`src/hw/rtl/pdr_pkg.sv`:
```
// Package for the PI distance regulator.
// Holds field widths, register indexes, reset values and sequencer codes.
// No dependencies.
`default_nettype none
package pdr_pkg;

  localparam int unsigned CfgW   = 16;
  localparam int unsigned AddrW  = 5;
  localparam int unsigned DataW  = 32;
  localparam int unsigned ErrW   = 17;
  localparam int unsigned IntW   = 32;
  localparam int unsigned UpW    = 33;
  localparam int unsigned ProdW  = 49;
  localparam int unsigned SumW   = 25;
  localparam int unsigned CmdW   = 17;
  localparam int unsigned SpdW   = 16;

  typedef logic [2:0] reg_idx_t;
  typedef logic [2:0] seq_state_t;

  localparam reg_idx_t REG_TARGET = 3'd0;
  localparam reg_idx_t REG_KP     = 3'd1;
  localparam reg_idx_t REG_KI     = 3'd2;
  localparam reg_idx_t REG_MAX    = 3'd3;
  localparam reg_idx_t REG_STEPS  = 3'd4;

  localparam logic [CfgW-1:0] RST_TARGET = 16'd2560;
  localparam logic [CfgW-1:0] RST_KP     = 16'd1280;
  localparam logic [CfgW-1:0] RST_KI     = 16'd51;
  localparam logic [CfgW-1:0] RST_MAX    = 16'd2560;
  localparam logic [CfgW-1:0] RST_STEPS  = 16'd19692;

  localparam seq_state_t S_IDLE  = 3'd0;
  localparam seq_state_t S_PROP  = 3'd1;
  localparam seq_state_t S_INTG  = 3'd2;
  localparam seq_state_t S_CLAMP = 3'd3;
  localparam seq_state_t S_SPEED = 3'd4;
  localparam seq_state_t S_DONE  = 3'd5;

endpackage
`default_nettype wire

```
`src/hw/rtl/pi_distance_regulator.sv`:
```
// PI distance regulator: error, saturating integral, clamped PI sum, speed scaling.
// Steps PROP, INTG, CLAMP, SPEED, DONE follow an accept; no new request until IDLE.
// One shared 17x33 multiplier is used for the P, I and speed products in turn.
// Ready only while the sequencer idles; a waiting result stalls the last step.
// rst_n synchronous: integral cleared, registers to their reset values.
// Depends on pdr_pkg.
`default_nettype none
module pi_distance_regulator (
  input  wire                          clk,
  input  wire                          rst_n,
  input  wire                          in_valid,
  output logic                         in_ready,
  input  wire  [15:0]                  in_distance,
  output logic                         out_valid,
  input  wire                          out_ready,
  output logic signed [15:0]           out_motor_speed,
  output logic signed [16:0]           out_command,
  input  wire                          psel,
  input  wire                          penable,
  input  wire                          pwrite,
  input  wire  [pdr_pkg::AddrW-1:0]    paddr,
  input  wire  [pdr_pkg::DataW-1:0]    pwdata,
  output logic [pdr_pkg::DataW-1:0]    prdata,
  output logic                         pready
);

  logic [pdr_pkg::CfgW-1:0] target_r, kp_r, ki_r, max_r, steps_r;
  pdr_pkg::reg_idx_t        widx;

  pdr_pkg::seq_state_t      state_r, state_nxt;
  logic signed [pdr_pkg::ErrW-1:0]  err_r;
  logic signed [pdr_pkg::IntW-1:0]  integral_r;
  logic signed [pdr_pkg::UpW-1:0]   up_r;
  logic signed [pdr_pkg::ProdW-1:0] prod_r;
  logic signed [pdr_pkg::SumW-1:0]  sum_r;
  logic                             out_valid_r;
  logic signed [pdr_pkg::SpdW-1:0]  spd_r;
  logic signed [pdr_pkg::CmdW-1:0]  cmd_r;

  logic signed [pdr_pkg::ErrW-1:0]  err_nxt;
  logic signed [pdr_pkg::IntW:0]    int_sum;
  logic signed [pdr_pkg::IntW-1:0]  integral_nxt;
  logic signed [16:0]               mul_a;
  logic signed [pdr_pkg::UpW-1:0]   mul_b;
  logic signed [49:0]               mul_p;
  logic signed [pdr_pkg::ProdW-1:0] total, lim, neg_lim;
  logic signed [pdr_pkg::SumW-1:0]  sum_nxt;
  logic signed [pdr_pkg::SumW:0]    cmd_adj;
  logic signed [pdr_pkg::ProdW-1:0] spd_adj;
  logic signed [pdr_pkg::SumW-1:0]  spd_q;
  logic signed [pdr_pkg::SpdW-1:0]  spd_nxt;
  logic                             accept, finish;

  // configuration port
  assign pready = 1'b1;
  assign widx   = paddr[4:2];

  always_ff @(posedge clk) begin
    if (!rst_n) begin
      target_r <= pdr_pkg::RST_TARGET;
      kp_r     <= pdr_pkg::RST_KP;
      ki_r     <= pdr_pkg::RST_KI;
      max_r    <= pdr_pkg::RST_MAX;
      steps_r  <= pdr_pkg::RST_STEPS;
    end else if (psel && penable && pwrite) begin
      case (widx)
        pdr_pkg::REG_TARGET: target_r <= pwdata[15:0];
        pdr_pkg::REG_KP:     kp_r     <= pwdata[15:0];
        pdr_pkg::REG_KI:     ki_r     <= pwdata[15:0];
        pdr_pkg::REG_MAX:    max_r    <= pwdata[15:0];
        pdr_pkg::REG_STEPS:  steps_r  <= pwdata[15:0];
        default: ;
      endcase
    end
  end

  always_comb begin
    case (widx)
      pdr_pkg::REG_TARGET: prdata = {16'd0, target_r};
      pdr_pkg::REG_KP:     prdata = {16'd0, kp_r};
      pdr_pkg::REG_KI:     prdata = {16'd0, ki_r};
      pdr_pkg::REG_MAX:    prdata = {16'd0, max_r};
      pdr_pkg::REG_STEPS:  prdata = {16'd0, steps_r};
      default:             prdata = '0;
    endcase
  end

  // handshake
  assign in_ready  = (state_r == pdr_pkg::S_IDLE);
  assign accept    = in_valid && in_ready;
  assign out_valid = out_valid_r;
  assign finish    = (state_r == pdr_pkg::S_DONE) && (!out_valid_r || out_ready);

  // error and saturating integral
  assign err_nxt = $signed({1'b0, in_distance}) - $signed({1'b0, target_r});
  assign int_sum = {integral_r[pdr_pkg::IntW-1], integral_r}
                 + {{(pdr_pkg::IntW+1-pdr_pkg::ErrW){err_nxt[pdr_pkg::ErrW-1]}}, err_nxt};

  always_comb begin
    if (int_sum[pdr_pkg::IntW] != int_sum[pdr_pkg::IntW-1]) begin
      integral_nxt = int_sum[pdr_pkg::IntW] ? {1'b1, {(pdr_pkg::IntW-1){1'b0}}}
                                            : {1'b0, {(pdr_pkg::IntW-1){1'b1}}};
    end else begin
      integral_nxt = int_sum[pdr_pkg::IntW-1:0];
    end
  end

  // shared multiplier
  always_comb begin
    case (state_r)
      pdr_pkg::S_PROP: begin
        mul_a = $signed({1'b0, kp_r});
        mul_b = {{(pdr_pkg::UpW-pdr_pkg::ErrW){err_r[pdr_pkg::ErrW-1]}}, err_r};
      end
      pdr_pkg::S_INTG: begin
        mul_a = $signed({1'b0, ki_r});
        mul_b = {integral_r[pdr_pkg::IntW-1], integral_r};
      end
      pdr_pkg::S_SPEED: begin
        mul_a = $signed({1'b0, steps_r});
        mul_b = {{(pdr_pkg::UpW-pdr_pkg::SumW){sum_r[pdr_pkg::SumW-1]}}, sum_r};
      end
      default: begin
        mul_a = '0;
        mul_b = '0;
      end
    endcase
  end

  assign mul_p = mul_a * mul_b;

  // clamp of the PI sum
  assign total   = {{(pdr_pkg::ProdW-pdr_pkg::UpW){up_r[pdr_pkg::UpW-1]}}, up_r} + prod_r;
  assign lim     = $signed({25'd0, max_r, 8'd0});
  assign neg_lim = -lim;

  always_comb begin
    if (total > lim) begin
      sum_nxt = lim[pdr_pkg::SumW-1:0];
    end else if (total < neg_lim) begin
      sum_nxt = neg_lim[pdr_pkg::SumW-1:0];
    end else begin
      sum_nxt = total[pdr_pkg::SumW-1:0];
    end
  end

  // truncate toward zero, saturate speed
  assign cmd_adj = {sum_r[pdr_pkg::SumW-1], sum_r}
                 + (sum_r[pdr_pkg::SumW-1] ? 26'sd255 : 26'sd0);
  assign spd_adj = prod_r + (prod_r[pdr_pkg::ProdW-1] ? 49'sd16777215 : 49'sd0);
  assign spd_q   = spd_adj[48:24];

  always_comb begin
    if (spd_q > 25'sd32767) begin
      spd_nxt = 16'sh7fff;
    end else if (spd_q < -25'sd32768) begin
      spd_nxt = 16'sh8000;
    end else begin
      spd_nxt = spd_q[15:0];
    end
  end

  // sequencer
  always_comb begin
    state_nxt = state_r;
    case (state_r)
      pdr_pkg::S_IDLE:  if (accept) state_nxt = pdr_pkg::S_PROP;
      pdr_pkg::S_PROP:  state_nxt = pdr_pkg::S_INTG;
      pdr_pkg::S_INTG:  state_nxt = pdr_pkg::S_CLAMP;
      pdr_pkg::S_CLAMP: state_nxt = pdr_pkg::S_SPEED;
      pdr_pkg::S_SPEED: state_nxt = pdr_pkg::S_DONE;
      pdr_pkg::S_DONE:  if (finish) state_nxt = pdr_pkg::S_IDLE;
      default:          state_nxt = pdr_pkg::S_IDLE;
    endcase
  end

  always_ff @(posedge clk) begin
    if (!rst_n) begin
      state_r     <= pdr_pkg::S_IDLE;
      integral_r  <= '0;
      out_valid_r <= 1'b0;
    end else begin
      state_r <= state_nxt;
      if (accept) begin
        integral_r <= integral_nxt;
      end
      if (finish) begin
        out_valid_r <= 1'b1;
      end else if (out_ready) begin
        out_valid_r <= 1'b0;
      end
    end
  end

  always_ff @(posedge clk) begin
    if (accept) begin
      err_r <= err_nxt;
    end
    case (state_r)
      pdr_pkg::S_PROP:  prod_r <= mul_p[pdr_pkg::ProdW-1:0];
      pdr_pkg::S_INTG: begin
        up_r   <= prod_r[pdr_pkg::UpW-1:0];
        prod_r <= mul_p[pdr_pkg::ProdW-1:0];
      end
      pdr_pkg::S_CLAMP: sum_r  <= sum_nxt;
      pdr_pkg::S_SPEED: prod_r <= mul_p[pdr_pkg::ProdW-1:0];
      default: ;
    endcase
    if (finish) begin
      spd_r <= spd_nxt;
      cmd_r <= cmd_adj[24:8];
    end
  end

  assign out_motor_speed = spd_r;
  assign out_command     = cmd_r;

endmodule
`default_nettype wire
```
`config.mk`:
```
export PLATFORM = sky130hd
export DESIGN_NAME = pi_distance_regulator
export DESIGN_NICKNAME = d
export VERILOG_FILES = /design/src/hw/rtl/pdr_pkg.sv /design/src/hw/rtl/pi_distance_regulator.sv
export SDC_FILE = /design/constraint.sdc
export NUM_CORES = 2
export LEC_CHECK = 0
export BUFFER_PORTS_ARGS = -buffer_cell sky130_fd_sc_hd__buf_2
export CORE_ASPECT_RATIO = 1.2
export CORE_UTILIZATION = 40
export CTS_BUF_LIST = sky130_fd_sc_hd__clkbuf_8 sky130_fd_sc_hd__clkbuf_16
export DETAILED_ROUTE_END_ITERATION = 8
export SLEW_MARGIN = 15
export SYNTH_ARGS = -nofsm -noshare
export SYNTH_HDL_FRONTEND = slang
export SYNTH_SLANG_ARGS = --single-unit
```
`constraint.sdc`:
```
create_clock -name clk -period 8.69 [get_ports clk]
set_clock_uncertainty 0.2 [all_clocks]
set_input_delay 1.738 -clock clk [delete_from_list [all_inputs] [get_ports clk]]
set_output_delay 1.738 -clock clk [all_outputs]
set_load 0.03 [all_outputs]
```
==> results by group <==
Routing
  – DRT iter0 DRCs: 2,131
  – Total wire length: 113.3 mm
  – First-pass DRT Iterations: 6
  – # DRC: 0
  – Routed length per instance: 19.76 µm
  – DR vias/cell: 5.343
  – Vias: 30,631
  – Antenna Violating Nets Remaining: 0

Global routing
  – Largest net degree at the start of global routing: 117
  – Number of global-route vias before repair: 31,510
  – Total global-route track usage: 0.2452
  – Grt ovf: 0
  – Antenna violations before repair: 3
  – First-pass GRT wire length: 178.0 mm

STA
  – Final-report hold violation count: 0
  – Final worst setup slack: 0.3054 ns
  – Unrepaired setup endpoints after global routing: no
  – Transition time of the tightest slew-check pin: 1.138 ns
  – Setup TNS: 0 ns
  – Max Slew Vio Count: 0
  – Min Tclk post-route: 8.385 ns
  – Worst slew margin: 0.2413
  – Final period utilization: 0.9649
  – Setup Viol. Count Final: 0
  – Upper clock frequency limit: 119.3 MHz

Synthesis
  – Distinct cell type count after synthesis: 83
  – Gate Count Post-Synth: 4,288
  – Area fraction of the dominant cell type after synthesis: 0.2648
  – Most used DFF post-synth: edfxtp_1
  – Number of synthesized register bits: 273
  – Yosys Warn Count: 0
  – Synth top cells by count: 655 x inv_1, 539 x nand2_1, 492 x fa_1
  – Post-synthesis sequential area ratio: 0.1892
  – Number of synthesized flops with an enable pin: 157
  – Mapped Avg Cell Area: 8.673 µm²
  – Top-count cell post-synth: inv_1
  – Synth top area cells: fa_1 26%, edfxtp_1 13%, ha_1 10%, inv_1 6.6%, dfxtp_1 6.2%
  – Cell Area, Synth: 37,190 µm²
  – Async SR Flop Fraction: 0
  – Yosys top cell by area: fa_1

Pwr
  – Peak supply drop: 0.0001731 V
  – Total power: 6.117 mW
  – Leak: 19.36 nW
  – Combinational Power Share: 0.499
  – Clock power frac: 0.225
  – Flop pwr share: 0.276
  – Cell internal pwr: 3.497 mW
  – Sw power: 2.620 mW
  – Power Dens Cells: 146.3 nW/µm²
  – Sw Ratio: 0.4283

Final layout
  – Non-filler instance count after layout: 5,733
  – Fillcell total: 9,091
  – Multi-input logic area: 27,190 µm²
  – Syn-to-layout area delta: 12.41%
  – Fraction of layout cells with a size suffix above 1: 0.1106
  – Core Util, Final: 0.4534
  – Layout net count: 5,322
  – Register Area: 7039 µm²

Floorplanning
  – Row cnt: 122
  – I/O pins: 128
  – Starting Density: 0.4034
  – Die Width: 280.4 µm
  – Core ar.: 92,200 µm²
  – Chip height: 336.0 µm
  – Die area: 94,200 µm²

Worst setup path
  – CP Class: reg2reg
  – Worst Setup End Kind: register
  – Req. time, crit path: 8.81 ns
  – Max incr delay on CP: 0.60 ns
  – Most used cell, CP: fa_1
  – Crit path buf inv count: 7
  – Startpoint types: register
  – Critical Path AT: 8.51 ns
  – Slowest cell on crit path: fa_1
  – CP top delay family: adder cells
  – Crit-path max FO: 14

Clock network
  – H-tree Lvls: 1
  – CTS max path bufs: 3
  – CTS clock-pin slew for the worst setup and hold paths: 0.07 ns
  – CTS sink cnt: 273
  – CTS tree: built
  – Clock Latency Late Sink: 0.63 ns
  – CTS Buf Count: 31
  – CTS root buf: clkbuf_16
  – # hold bufs at CTS: 0

Placement
  – Pre-CTS setup slack: -0.2629 ns
  – Hpwl dp: 93.46 mm
  – Port Buffers: 92
  – Final GP Congestion: 0.9528
  – Cell total after placement: 5,669

Worst hold path
  – Worst hold-check path type: reg2reg

Status
  – Status: finished clean

Run
  – Max-cap viol count: 0
[per-layer routing]
metal / track usage / up-vias / share of wire / wire length, µm
met2: 0.4335 / 820 / 0.50 / 56370
met1: 0.3045 / 15155 / 0.41 / 45960
met3: 0.02223 / 220 / 0.052 / 5920
li1: - / 14436 / - / -
met5: 0 / - / 0 / 0
met4: 0.1031 / 0 / 0.045 / 5059
[power by group through the flow]
| stage | combinational [mW] | sequential (mW) | clock (mW) |
|---|---|---|---|
| final | 3.05 | 1.69 | 1.38 |
| after detailed placement | 3.01 | 1.71 | 0 |
| after floorplan | 2.05 | 1.65 | 0 |
| after global placement | 2.98 | 1.71 | 0 |
| after global routing | 3.38 | 1.70 | 1.45 |
| after CTS | 3.04 | 1.68 | 1.40 |
[area by class of cell]
| class | count | area share |
|---|---|---|
| inverters | 655 | 0.05881 |
| multi-input cells | 3171 | 0.6505 |
| diodes | 1 | 0.00005986 |
| flip-flops and latches | 273 | 0.1684 |
| clock buffers | 32 | 0.01889 |
| repair buffers | 336 | 0.06001 |
| clock inverters | 25 | 0.006225 |
| well taps | 1240 | 0.03711 |
[worst reg2reg max path, delay by kind of cell, from the launching register on]
kind,cells,cell delay (ns)
fa+ha+maj,7,3.43
flops,1,0.39
xor+xnor,1,0.13
compound gates,10,2.03
simple gates,5,1.03
buf+inv,7,0.89
[stage by stage]
stage | hold WS, ns | instance area (µm²)
after floorplan | 0.2531 | 37250
after global placement | 0.2678 | 40500
after detailed placement | 0.2757 | 40500
after CTS | 0.2766 | 41650
after global routing | 0.2867 | 41800
final | 0.2730 | 41810
[layout by cell type (no fill, tap or decap), drive strengths merged, types with 21 or more instances in the layout]
cell type	Yosys	routed
a21boi	72	72
a21o	111	111
a21oi	254	254
a22oi	71	71
and2	30	30
and3	38	38
buf	38	336
clkbuf	166	32
dfxtp	116	116
edfxtp	157	157
fa	492	492
ha	302	302
inv	655	663
nand2	539	539
nand2b	26	26
nand3	61	61
nand4	33	33
nor2	406	406
nor2b	33	33
nor3	38	38
o211ai	34	34
o21a	29	29
o21ai	148	148
or2	21	21
xnor2	117	117
xor2	52	52
[cells by family (layout without fill, tap and decap cells)]
group	after synthesis	in the layout	share of synthesized area
simple gates	1287	1287	0.1522
mux	35	35	0.01026
compound gates	869	869	0.1528
flops	273	273	0.1892
fa+ha+maj	794	794	0.3665
xor+xnor	169	169	0.04000
buf+inv	859	1048	0.08885
other cells	2	18	0.0002019
[sequential cells by signal, summed over array words and instances (netlist names)]
| name | flops |
|---|---|
| sum_r | 25 |
| steps_r | 16 |
| err_r | 17 |
| out_valid | 1 |
| prod_r | 49 |
| out_motor_speed | 16 |
| integral_r | 32 |
| out_command | 17 |
| target_r | 16 |
| ki_r | 16 |
| up_r | 33 |
| state_r | 3 |
| kp_r | 16 |
| max_r | 16 |
[timing repair]
action	in CTS	in global routing
gates resized for setup	16	26
endpoints found under the setup margin	6	9
pin swaps	3	8
setup buffers	2	4
[worst paths after layout]
check	slack, ns	endpoint	cells after the start	from
setup reg to reg	0.31	prod_r[48]$_DFFE_PN_	30	state_r[2]$_SDFFE_PN0P_
hold / removal	0.27	up_r[0]$_DFFE_PN_	0	prod_r[0]$_DFFE_PN_
hold reg to reg	0.27	up_r[0]$_DFFE_PN_	0	prod_r[0]$_DFFE_PN_
setup / recovery	0.31	prod_r[48]$_DFFE_PN_	30	state_r[2]$_SDFFE_PN0P_
(Power assumes the default switching activity.)
